File: config.mk
export PLATFORM = sky130hd
export DESIGN_NAME = bbst_sequencer
export DESIGN_NICKNAME = d
export VERILOG_FILES = /design/src/hw/rtl/bbst_pkg.sv /design/src/hw/rtl/bbst_sequencer.sv
export SDC_FILE = /design/constraint.sdc
export NUM_CORES = 1
export LEC_CHECK = 0
export ABC_CLOCK_PERIOD_IN_PS = 2200
export BUFFER_PORTS_ARGS = -buffer_cell sky130_fd_sc_hd__buf_2
export CAP_MARGIN = 20
export CORE_AREA = 2 2 39 41
export CTS_CLUSTER_SIZE = 16
export DETAILED_ROUTE_END_ITERATION = 10
export DIE_AREA = 0 0 41 43
export PLACE_DENSITY = 0.7
export SYNTH_ARGS = -nofsm -noshare
export SYNTH_HDL_FRONTEND = slang
export SYNTH_SLANG_ARGS = --single-unit
File: constraint.sdc
create_clock -name clk -period 2.2 [get_ports clk]
set_input_delay 0.22 -clock clk [delete_from_list [all_inputs] [get_ports clk]]
set_output_delay 0.22 -clock clk [all_outputs]
set_load 0.02 [all_outputs]
File: src/hw/rtl/bbst_pkg.sv
`default_nettype none
// ============================================================================
// bbst_pkg
// Shared constants, types and the control program of the bracket balance
// segment tree unit.
// ============================================================================
package bbst_pkg;

    // Sizes of the sequence and of the tree.
    localparam int MAX_LEN    = 32768;
    localparam int POS_W      = $clog2(MAX_LEN);
    localparam int LEN_W      = 16;
    localparam int CNT_W      = 16;
    localparam int NODE_DEPTH = 2 * MAX_LEN;
    localparam int NODE_AW    = $clog2(NODE_DEPTH);

    // Command codes.
    localparam logic [1:0] CMD_LOAD  = 2'd0;
    localparam logic [1:0] CMD_FLIP  = 2'd1;
    localparam logic [1:0] CMD_CHECK = 2'd2;

    // Datapath operations driven by one control word.
    typedef enum logic [3:0] {
        OP_NOP,
        OP_CLEAR,
        OP_FETCH,
        OP_START,
        OP_DESCEND,
        OP_LEAF,
        OP_READ_SIB,
        OP_MERGE,
        OP_EMIT
    } op_t;

    // Jump conditions; a true condition loads the target, else the step advances.
    typedef enum logic [3:0] {
        COND_NONE,
        COND_ALWAYS,
        COND_CLEAR_BUSY,
        COND_NOT_ACCEPTED,
        COND_IS_CHECK,
        COND_IS_IGNORE,
        COND_LO_LT_HI,
        COND_NODE_ROOT,
        COND_PARENT_NOT_ROOT,
        COND_OUT_BUSY
    } cond_t;

    localparam int STEP_W = 4;
    typedef logic [STEP_W-1:0] step_t;

    // Step addresses of the program.
    localparam step_t STEP_CLEAR   = 4'd0;
    localparam step_t STEP_FETCH   = 4'd1;
    localparam step_t STEP_DECODE  = 4'd2;
    localparam step_t STEP_FILTER  = 4'd3;
    localparam step_t STEP_START   = 4'd4;
    localparam step_t STEP_DESCEND = 4'd5;
    localparam step_t STEP_LEAF    = 4'd6;
    localparam step_t STEP_SIB     = 4'd7;
    localparam step_t STEP_MERGE   = 4'd8;
    localparam step_t STEP_RETURN  = 4'd9;
    localparam step_t STEP_EMIT    = 4'd10;
    localparam step_t STEP_DONE    = 4'd11;

    typedef struct packed {
        op_t   op;
        cond_t cond;
        step_t target;
    } ucode_t;

    // Status flags from the datapath that the jump conditions test.
    typedef struct packed {
        logic in_valid;
        logic clear_last;
        logic is_check;
        logic is_ignore;
        logic lo_lt_hi;
        logic node_root;
        logic parent_root;
        logic out_busy;
    } status_t;

    // The control program.
    function automatic ucode_t ucode_rom(input step_t step);
        ucode_t word;
        unique case (step)
            STEP_CLEAR:   word = '{OP_CLEAR,    COND_CLEAR_BUSY,      STEP_CLEAR};
            STEP_FETCH:   word = '{OP_FETCH,    COND_NOT_ACCEPTED,    STEP_FETCH};
            STEP_DECODE:  word = '{OP_NOP,      COND_IS_CHECK,        STEP_EMIT};
            STEP_FILTER:  word = '{OP_NOP,      COND_IS_IGNORE,       STEP_FETCH};
            STEP_START:   word = '{OP_START,    COND_NONE,            STEP_FETCH};
            STEP_DESCEND: word = '{OP_DESCEND,  COND_LO_LT_HI,        STEP_DESCEND};
            STEP_LEAF:    word = '{OP_LEAF,     COND_NODE_ROOT,       STEP_FETCH};
            STEP_SIB:     word = '{OP_READ_SIB, COND_NONE,            STEP_FETCH};
            STEP_MERGE:   word = '{OP_MERGE,    COND_PARENT_NOT_ROOT, STEP_SIB};
            STEP_RETURN:  word = '{OP_NOP,      COND_ALWAYS,          STEP_FETCH};
            STEP_EMIT:    word = '{OP_EMIT,     COND_OUT_BUSY,        STEP_EMIT};
            STEP_DONE:    word = '{OP_NOP,      COND_ALWAYS,          STEP_FETCH};
            default:      word = '{OP_NOP,      COND_ALWAYS,          STEP_FETCH};
        endcase
        return word;
    endfunction

endpackage
`default_nettype wire

File: src/hw/rtl/bbst_sequencer.sv
`default_nettype none
// ============================================================================
// bbst_sequencer
// Step counter over the control program, with conditional jumps on datapath
// status.
// ============================================================================
module bbst_sequencer
    import bbst_pkg::*;
(
    input  wire logic    clk,
    input  wire logic    rst_n,
    input  wire status_t status,
    output op_t          op
);

    step_t  pc_reg;
    step_t  pc_next;
    ucode_t word;
    logic   take;

    assign word = ucode_rom(pc_reg);
    assign op   = word.op;

    // Evaluate the jump condition of the current control word.
    always_comb
    begin
        unique case (word.cond)
            COND_NONE:            take = 1'b0;
            COND_ALWAYS:          take = 1'b1;
            COND_CLEAR_BUSY:      take = !status.clear_last;
            COND_NOT_ACCEPTED:    take = !status.in_valid;
            COND_IS_CHECK:        take = status.is_check;
            COND_IS_IGNORE:       take = status.is_ignore;
            COND_LO_LT_HI:        take = status.lo_lt_hi;
            COND_NODE_ROOT:       take = status.node_root;
            COND_PARENT_NOT_ROOT: take = !status.parent_root;
            COND_OUT_BUSY:        take = status.out_busy;
            default:              take = 1'b1;
        endcase
        pc_next = take ? word.target : STEP_W'(pc_reg + 1'b1);
    end

    // Step counter; after reset the program starts with the clearing pass.
    always_ff @(posedge clk or negedge rst_n)
    begin
        if (!rst_n)
        begin
            pc_reg <= STEP_CLEAR;
        end
        else
        begin
            pc_reg <= pc_next;
        end
    end

endmodule
`default_nettype wire

==> results.toml, run 1 <==
[logic_synthesis]
yosysTopAreaCellShare_pct = 20.4
synthTopCellsByArea = "dfrtp_1, ha_1, mux2i_1"
syn-instance-count = 56
yosys.area_share.simple_pct = 24.5
synth_compound_gate_area_share_pct = 21.2
syn_area_per_cell_um2 = 8.76
synth_top_family_by_area = "simple AND/OR/NAND/NOR gates"
ys_ff_latch = 4
yosysTopAreaCell = "dfrtp_1"
yosys.area_share.adder_pct = 12.8
ys_warn_count = 0
synthMuxAreaShare_pct = 13.3
synth.net_count = 71
ys.flop_type = "dfrtp_1"
yosysUniqueCellTypes = 31
synth_edf_count = 0
synth_xor_area_share_pct = 0
async_flop_share_pct = 100
syn_area_um2 = 490
yosysSeqAreaShare_pct = 20.4

[cells_and_area]
area_growth_pct = 23.0
fin_util_pct = 43.6
register_area_um2 = 100
multi_input_area_um2 = 352
final_cells = 88
drive_gt1_share_pct = 33.3
finalInstanceArea_um2 = 603
fin_nets = 89
n_antenna_cell = 0
largest_reg_flops = 4
n_fill_cell = 138

[clock_tree]
cts_max_level = 1
clk_path_buf_depth = 2
path_clk_slew_ps = 40
clock_sinks = 4
cts_tree = "yes"
cts-resized-gates = 0
cts_setup_buffers = 0
cts_buffers = 3
clk_latency_ps = 240
clock-root-buffer = "clkbuf_4"

[floorplanning]
ioPinCount = 14
start_util_pct = 35.4
coreArea_mm2 = 0.00138
fp-row-count = 14
dieArea_mm2 = 0.00176
die_height_um = 43
die_x_um = 41

[setup_path]
r2r_end = "pc_reg[0]"
ff2ff_setup_slack_ps = 200
reg2reg_depth = 7
cp-end-kind = "register"
crit_type = "reg -> reg"
r2r_start = "pc_reg[1]"
worstPathMaxFanout = 5
arrival_ps = 2160
worstPathRequired_ps = 2360
cp-start-kind = "register"

[sta]
rsz0062_at_grt = "false"
final-max-slew-violation-count = 0
setup_viol = 0
tightest_slew_ps = 437
hold_viol = 0
clock.fmax_mhz = 500
worst_slack_ps = 199
period_needed_ps = 2000
hold_ws_ps = 320
fin_crit_sh_pct = 91.0
tns_ps = 0
relSlewSlack_pct = 70.9
finalClockSkew_ps = 5.06

[hold_path]
min_path_type = "in -> async"

[power]
clock_power_share_pct = 9.0
p_per_area_mw_per_mm2 = 1680
combPwrFrac_pct = 71.8
power_leakage_nw = 0.302
switching_share_pct = 49.6
power_switching_mw = 0.503
seqPwrFrac_pct = 19.2
finalPower_mw = 1.01
irDropWorstVdd_uv = 660
p_int_mw = 0.511

[grt]
track_usage_pct = 15.7
grt_max_degree = 15
grt_pass1_vias = 426
met1_usage_pct = 20.9
grtUsageMet2_pct = 22.2
antenna_found_initial = 0
gr-total-overflow = 0
grtUsageMet3_pct = 7.85
grt_pass1_wl_um = 1810
grt-busiest-layer = "met2"

[placed_design]
dpl_cell_area_um2 = 571
post-place-ws_ps = 191
hpwl_um = 827
place_inst = 84
gp_congestion = 0.844
io_buffer_count = 13

[routing]
ant_nets = 0
drtPass1Iterations = 3
wl_per_cell_um = 12.8
drt_iter0_drc = 5
viasPerCell = 5.24
drc = 0
routed_wl_um = 1130
vias = 461

[outcome]
outcome = "complete, no violations"

[job]
drv_cap = 0
==> layout make-up <==
| type | instances | area share, % |
|---|---|---|
| Sequential cell | 4 | 16.6 |
| Timing Repair Buffer | 16 | 14.9 |
| Tap cell | 16 | 3.32 |
| Multi-Input combinational cell | 44 | 58.3 |
| Clock buffer | 3 | 3.73 |
| Inverter | 5 | 3.11 |
==> per-layer routing <==
metal | vias up | wire, µm
li1 | 234 | -
met1 | 211 | 541
met2 | 14 | 499
met3 | 2 | 71
met4 | 0 | 18
met5 | - | 0
==> cells by family after synthesis <==
family,after synthesis
fa+ha+maj,5
mux,6
buf+inv,8
flops,4
simple gates,20
compound gates,13
==> worst max-delay path: stages, from the launching register on <==
cell	delay (ps)
dfrtp_1	430
inv_1	150
ha_1	360
and3b_1	170
o21bai_1	70
a211oi_2	340
and2_4	240
mux2i_1	170
==> layout by cell type (no fill, tap or decap), types with 2 or more instances in the layout <==
cell type / Yosys / final
o21ai_0: 2 / 2
and3b_1: 2 / 2
buf_4: 0 / 2
nand2_1: 3 / 3
dfrtp_1: 4 / 4
clkbuf_4: 0 / 3
mux2i_1: 5 / 5
nand2b_1: 2 / 2
nand3_1: 2 / 2
inv_1: 5 / 5
ha_1: 5 / 5
buf_2: 1 / 13
nor2_1: 5 / 5
==> power by group through the flow <==
| stage | logic (mW) | registers, mW | clock network (mW) |
|---|---|---|---|
| global route | 0.807 | 0.204 | 0.107 |
| detailed placement | 0.722 | 0.193 | 0 |
| finish | 0.728 | 0.194 | 0.0916 |
| global placement | 0.724 | 0.193 | 0 |
| floorplan | 0.603 | 0.149 | 0 |
| CTS | 0.730 | 0.193 | 0.0973 |
==> cell usage after synthesis, types with 2 or more instances <==
| cell | count |
|---|---|
| inv_1 | 5 |
| nor2_1 | 5 |
| mux2i_1 | 5 |
| dfrtp_1 | 4 |
| ha_1 | 5 |
| nand3_1 | 2 |
| nand2_1 | 3 |
| o21ai_0 | 2 |
| nand2b_1 | 2 |
| and3b_1 | 2 |
==> repair_timing <==
item,CTS,global route
endpoints found under the hold margin,4,0
endpoints found under the setup margin,0,1
hold buffers,1,0
==> how the worst max path moves through the flow <==
| stage | from | endpoint | slack (ps) | depth (start not counted) |
|---|---|---|---|---|
| 2_1_floorplan | pc_reg[0] | pc_reg[0] | 220 | 8 |
| 3_3_place_gp | pc_reg[1] | pc_reg[0] | 270 | 7 |
| 3_5_place_dp | pc_reg[1] | pc_reg[0] | 190 | 7 |
| 4_1_cts | pc_reg[1] | pc_reg[0] | 180 | 7 |
| 5_1_grt | pc_reg[1] | pc_reg[3] | 30 | 8 |
| 6_report | pc_reg[1] | pc_reg[0] | 200 | 7 |
Power figures use the tool's default switching activity.
==> run 2: changes to the inputs <==
==> config.mk (replaced) <==
export PLATFORM = sky130hd
export DESIGN_NAME = bbst_sequencer
export DESIGN_NICKNAME = d
export VERILOG_FILES = /design/src/hw/rtl/bbst_pkg.sv /design/src/hw/rtl/bbst_sequencer.sv
export SDC_FILE = /design/constraint.sdc
export NUM_CORES = 1
export LEC_CHECK = 0
export ABC_AREA = 1
export ABC_CLOCK_PERIOD_IN_PS = 1700
export BUFFER_PORTS_ARGS = -buffer_cell sky130_fd_sc_hd__buf_2
export CAP_MARGIN = 20
export CORE_MARGIN = 2
export CORE_UTILIZATION = 47
export CTS_CLUSTER_SIZE = 16
export DETAILED_ROUTE_END_ITERATION = 10
export PLACE_DENSITY = 0.84
export SYNTH_ARGS = -nofsm -noshare
export SYNTH_HDL_FRONTEND = slang
export SYNTH_SLANG_ARGS = --single-unit
==> constraint.sdc (replaced) <==
create_clock -name clk -period 1.7 [get_ports clk]
set_input_delay 0.17 -clock clk [delete_from_list [all_inputs] [get_ports clk]]
set_output_delay 0.17 -clock clk [all_outputs]
set_load 0.02 [all_outputs]
==> results.toml, run 2 <==
[placed_design]
gp_congestion = 0.897
hpwl_um = 1200
io_buffer_count = 13
post-place-ws_ps = -41.2

[power]
power_leakage_nw = 0.484
irDropWorstVdd_uv = 1000
p_per_area_mw_per_mm2 = 2280

[setup_path]
cpMostUsedCell = "nand2_4"
crit_type = "reg -> out"
path_buf_inv = 4
worstPathMaxFanout = 4
cp-end-kind = "primary output"
slowest_delay_ps = 380
cp_slowest_cell = "dfrtp_1"
cp-start-kind = "register"
path_cells = "inv_2 > ha_4 > inv_4 > nand2_4 > nand2_4 > buf_6 > a21oi_2 > a21oi_1 > buf_4"
worstPathRequired_ps = 1530
cp_top_family = "buffers and inverters"
arrival_ps = 1540

[clock_tree]
clk_latency_ps = 230
cts_max_level = 1
clock-root-buffer = "clkbuf_4"
cts_tree = "yes"
path_clk_slew_ps = 30
cts_buffers = 3
clk_path_buf_depth = 2
clock_sinks = 4

[sta]
setup_viol = 1
worst_slack_ps = -12.7
final-max-slew-violation-count = 0
clock.fmax_mhz = 584
period_needed_ps = 1710
tightest_slew_ps = 338
hold_ws_ps = 276
fin_crit_sh_pct = 101
hold_viol = 0
relSlewSlack_pct = 77.4
finalClockSkew_ps = 0.716
rsz0062_at_grt = "true"

[cells_and_area]
drive_gt1_share_pct = 52.1
n_antenna_cell = 0
register_area_um2 = 100
mostFrequentLayoutCells = "nand2_1, buf_4, buf_2"
area_growth_pct = 42.3
n_fill_cell = 101
fin_nets = 136
largest_reg_flops = 4
multi_input_area_um2 = 520
layout_commonest_cell = "nand2_1"

[logic_synthesis]
yosysSeqAreaShare_pct = 15.9
syn-instance-count = 91
synth_top_family_by_area = "simple AND/OR/NAND/NOR gates"
synthMuxAreaShare_pct = 0
yosys.area_share.adder_pct = 9.94
synth.net_count = 106
syn_area_um2 = 629
yosys-top-cells-count = "nand2_1, nand4_1, inv_1"
yosysTopAreaCell = "dfrtp_1"
yosysUniqueCellTypes = 20
yosysTopAreaCellShare_pct = 15.9
synthTopCellsByArea = "dfrtp_1, nand2_1, ha_1"
async_flop_share_pct = 100
synth_xor_area_share_pct = 2.78
ys_warn_count = 0
yosysMostFrequentCell = "nand2_1"
yosys.area_share.simple_pct = 52.3
ys_ff_latch = 4
synth_edf_count = 0
synth_compound_gate_area_share_pct = 7.16
syn_area_per_cell_um2 = 6.92
ys.flop_type = "dfrtp_1"

[grt]
grt_max_degree = 13
grt_pass1_vias = 598
grt_pass1_wl_um = 2420
antenna_found_initial = 0
track_usage_pct = 22.2
gr-total-overflow = 0

[outcome]
outcome = "complete, but fails checks"
failed_checks = "setup timing"

[floorplanning]
die_height_um = 40.6
start_util_pct = 49.6
ioPinCount = 14
die_x_um = 40.6
coreArea_mm2 = 0.00127
dieArea_mm2 = 0.00165
fp-row-count = 13

[job]
drv_cap = 0

[routing]
dr.max_layer_used = "met4"
dr_wl_met2_um = 886
vias = 701
drt_iter0_drc = 31
viasPerCell = 5.23
wl_met1_um = 631
drc = 0
wl_met3_um = 44
routed_wl_um = 1570
drtPass1Iterations = 4
wl_per_cell_um = 11.7
ant_nets = 0

[hold_path]
min_path_type = "in -> async"
## run 2: cell count changes in the layout (fill, tap and decap cells not counted), sizes merged, moves of 9 or more
cell | previous run | this run
nand4 | 0 | 10
buf | 15 | 26
nand2 | 3 | 25
nand3 | 2 | 12
inv | 5 | 14
## run 2: kinds of logic (layout without fill, tap and decap cells)
group	after synthesis	in the layout
adder cells (fa/ha/maj)	5	5
AO/OA/AOI/OAI	7	7
XOR/XNOR	2	2
buffers and inverters	16	44
flip-flops	4	4
AND/OR/NAND/NOR	57	57
## run 2: final cells by class
class | instances | share of cell area [%]
flip-flops and latches | 4 | 11.2
multi-input cells | 71 | 58.1
clock buffers | 3 | 2.51
well taps | 15 | 2.09
repair buffers | 27 | 20.0
inverters | 14 | 6.15
## run 2: through the flow
step | utilization (%) | std cells | instance area, µm² | total power [mW] | TNS, ps
final | 70.6 | 134 | 896 | 2.04 | -12.7
after global routing | 70.6 | 134 | 896 | 2.21 | -447
after CTS | 67.3 | 132 | 853 | 1.89 | -18.9
after detailed placement | 61.5 | 126 | 781 | 1.64 | -143
after global placement | 61.5 | 126 | 781 | 1.59 | 0
after floorplan | - | 91 | 652 | 1.28 | 0
## run 2: repair_timing
action / 4_1_cts / 5_1_grt
gates resized for setup: 9 / 9
setup endpoints to repair: 5 / 6
pin swaps: 6 / 12
hold buffers: 1 / 0
buffers inserted: 2 / 2
endpoints found under the hold margin: 4 / 0
## run 2: worst paths after layout
kind | from | to | slack, ps | depth (start not counted)
worst min-delay path | rst_n | pc_reg[0] | 280 | 2
worst max register to register | pc_reg[1] | pc_reg[1] | 0 | 12
worst min register to register | pc_reg[3] | pc_reg[1] | 730 | 4
worst max-delay path | pc_reg[0] | op[1] | -10 | 9
min in group clk | status[5] | pc_reg[3] | 440 | 6
max in group asynchronous | rst_n | pc_reg[1] | 1310 | 2
## run 2: report_power, final
| group | switching, mW | total [mW] | internal [mW] | leakage (nW) |
|---|---|---|---|---|
| clock network | 0.0334 | 0.112 | 0.0786 | 0.0138 |
| registers | 0.0332 | 0.178 | 0.145 | 0.0503 |
| logic | 1.03 | 1.75 | 0.725 | 0.419 |
| total | 1.09 | 2.04 | 0.949 | 0.484 |
## run 2: routing by layer
layer	track usage, %	vias to the layer above
met5	0	-
met4	9.17	0
met3	0.556	2
met2	39.7	17
met1	27.4	327
li1	-	355
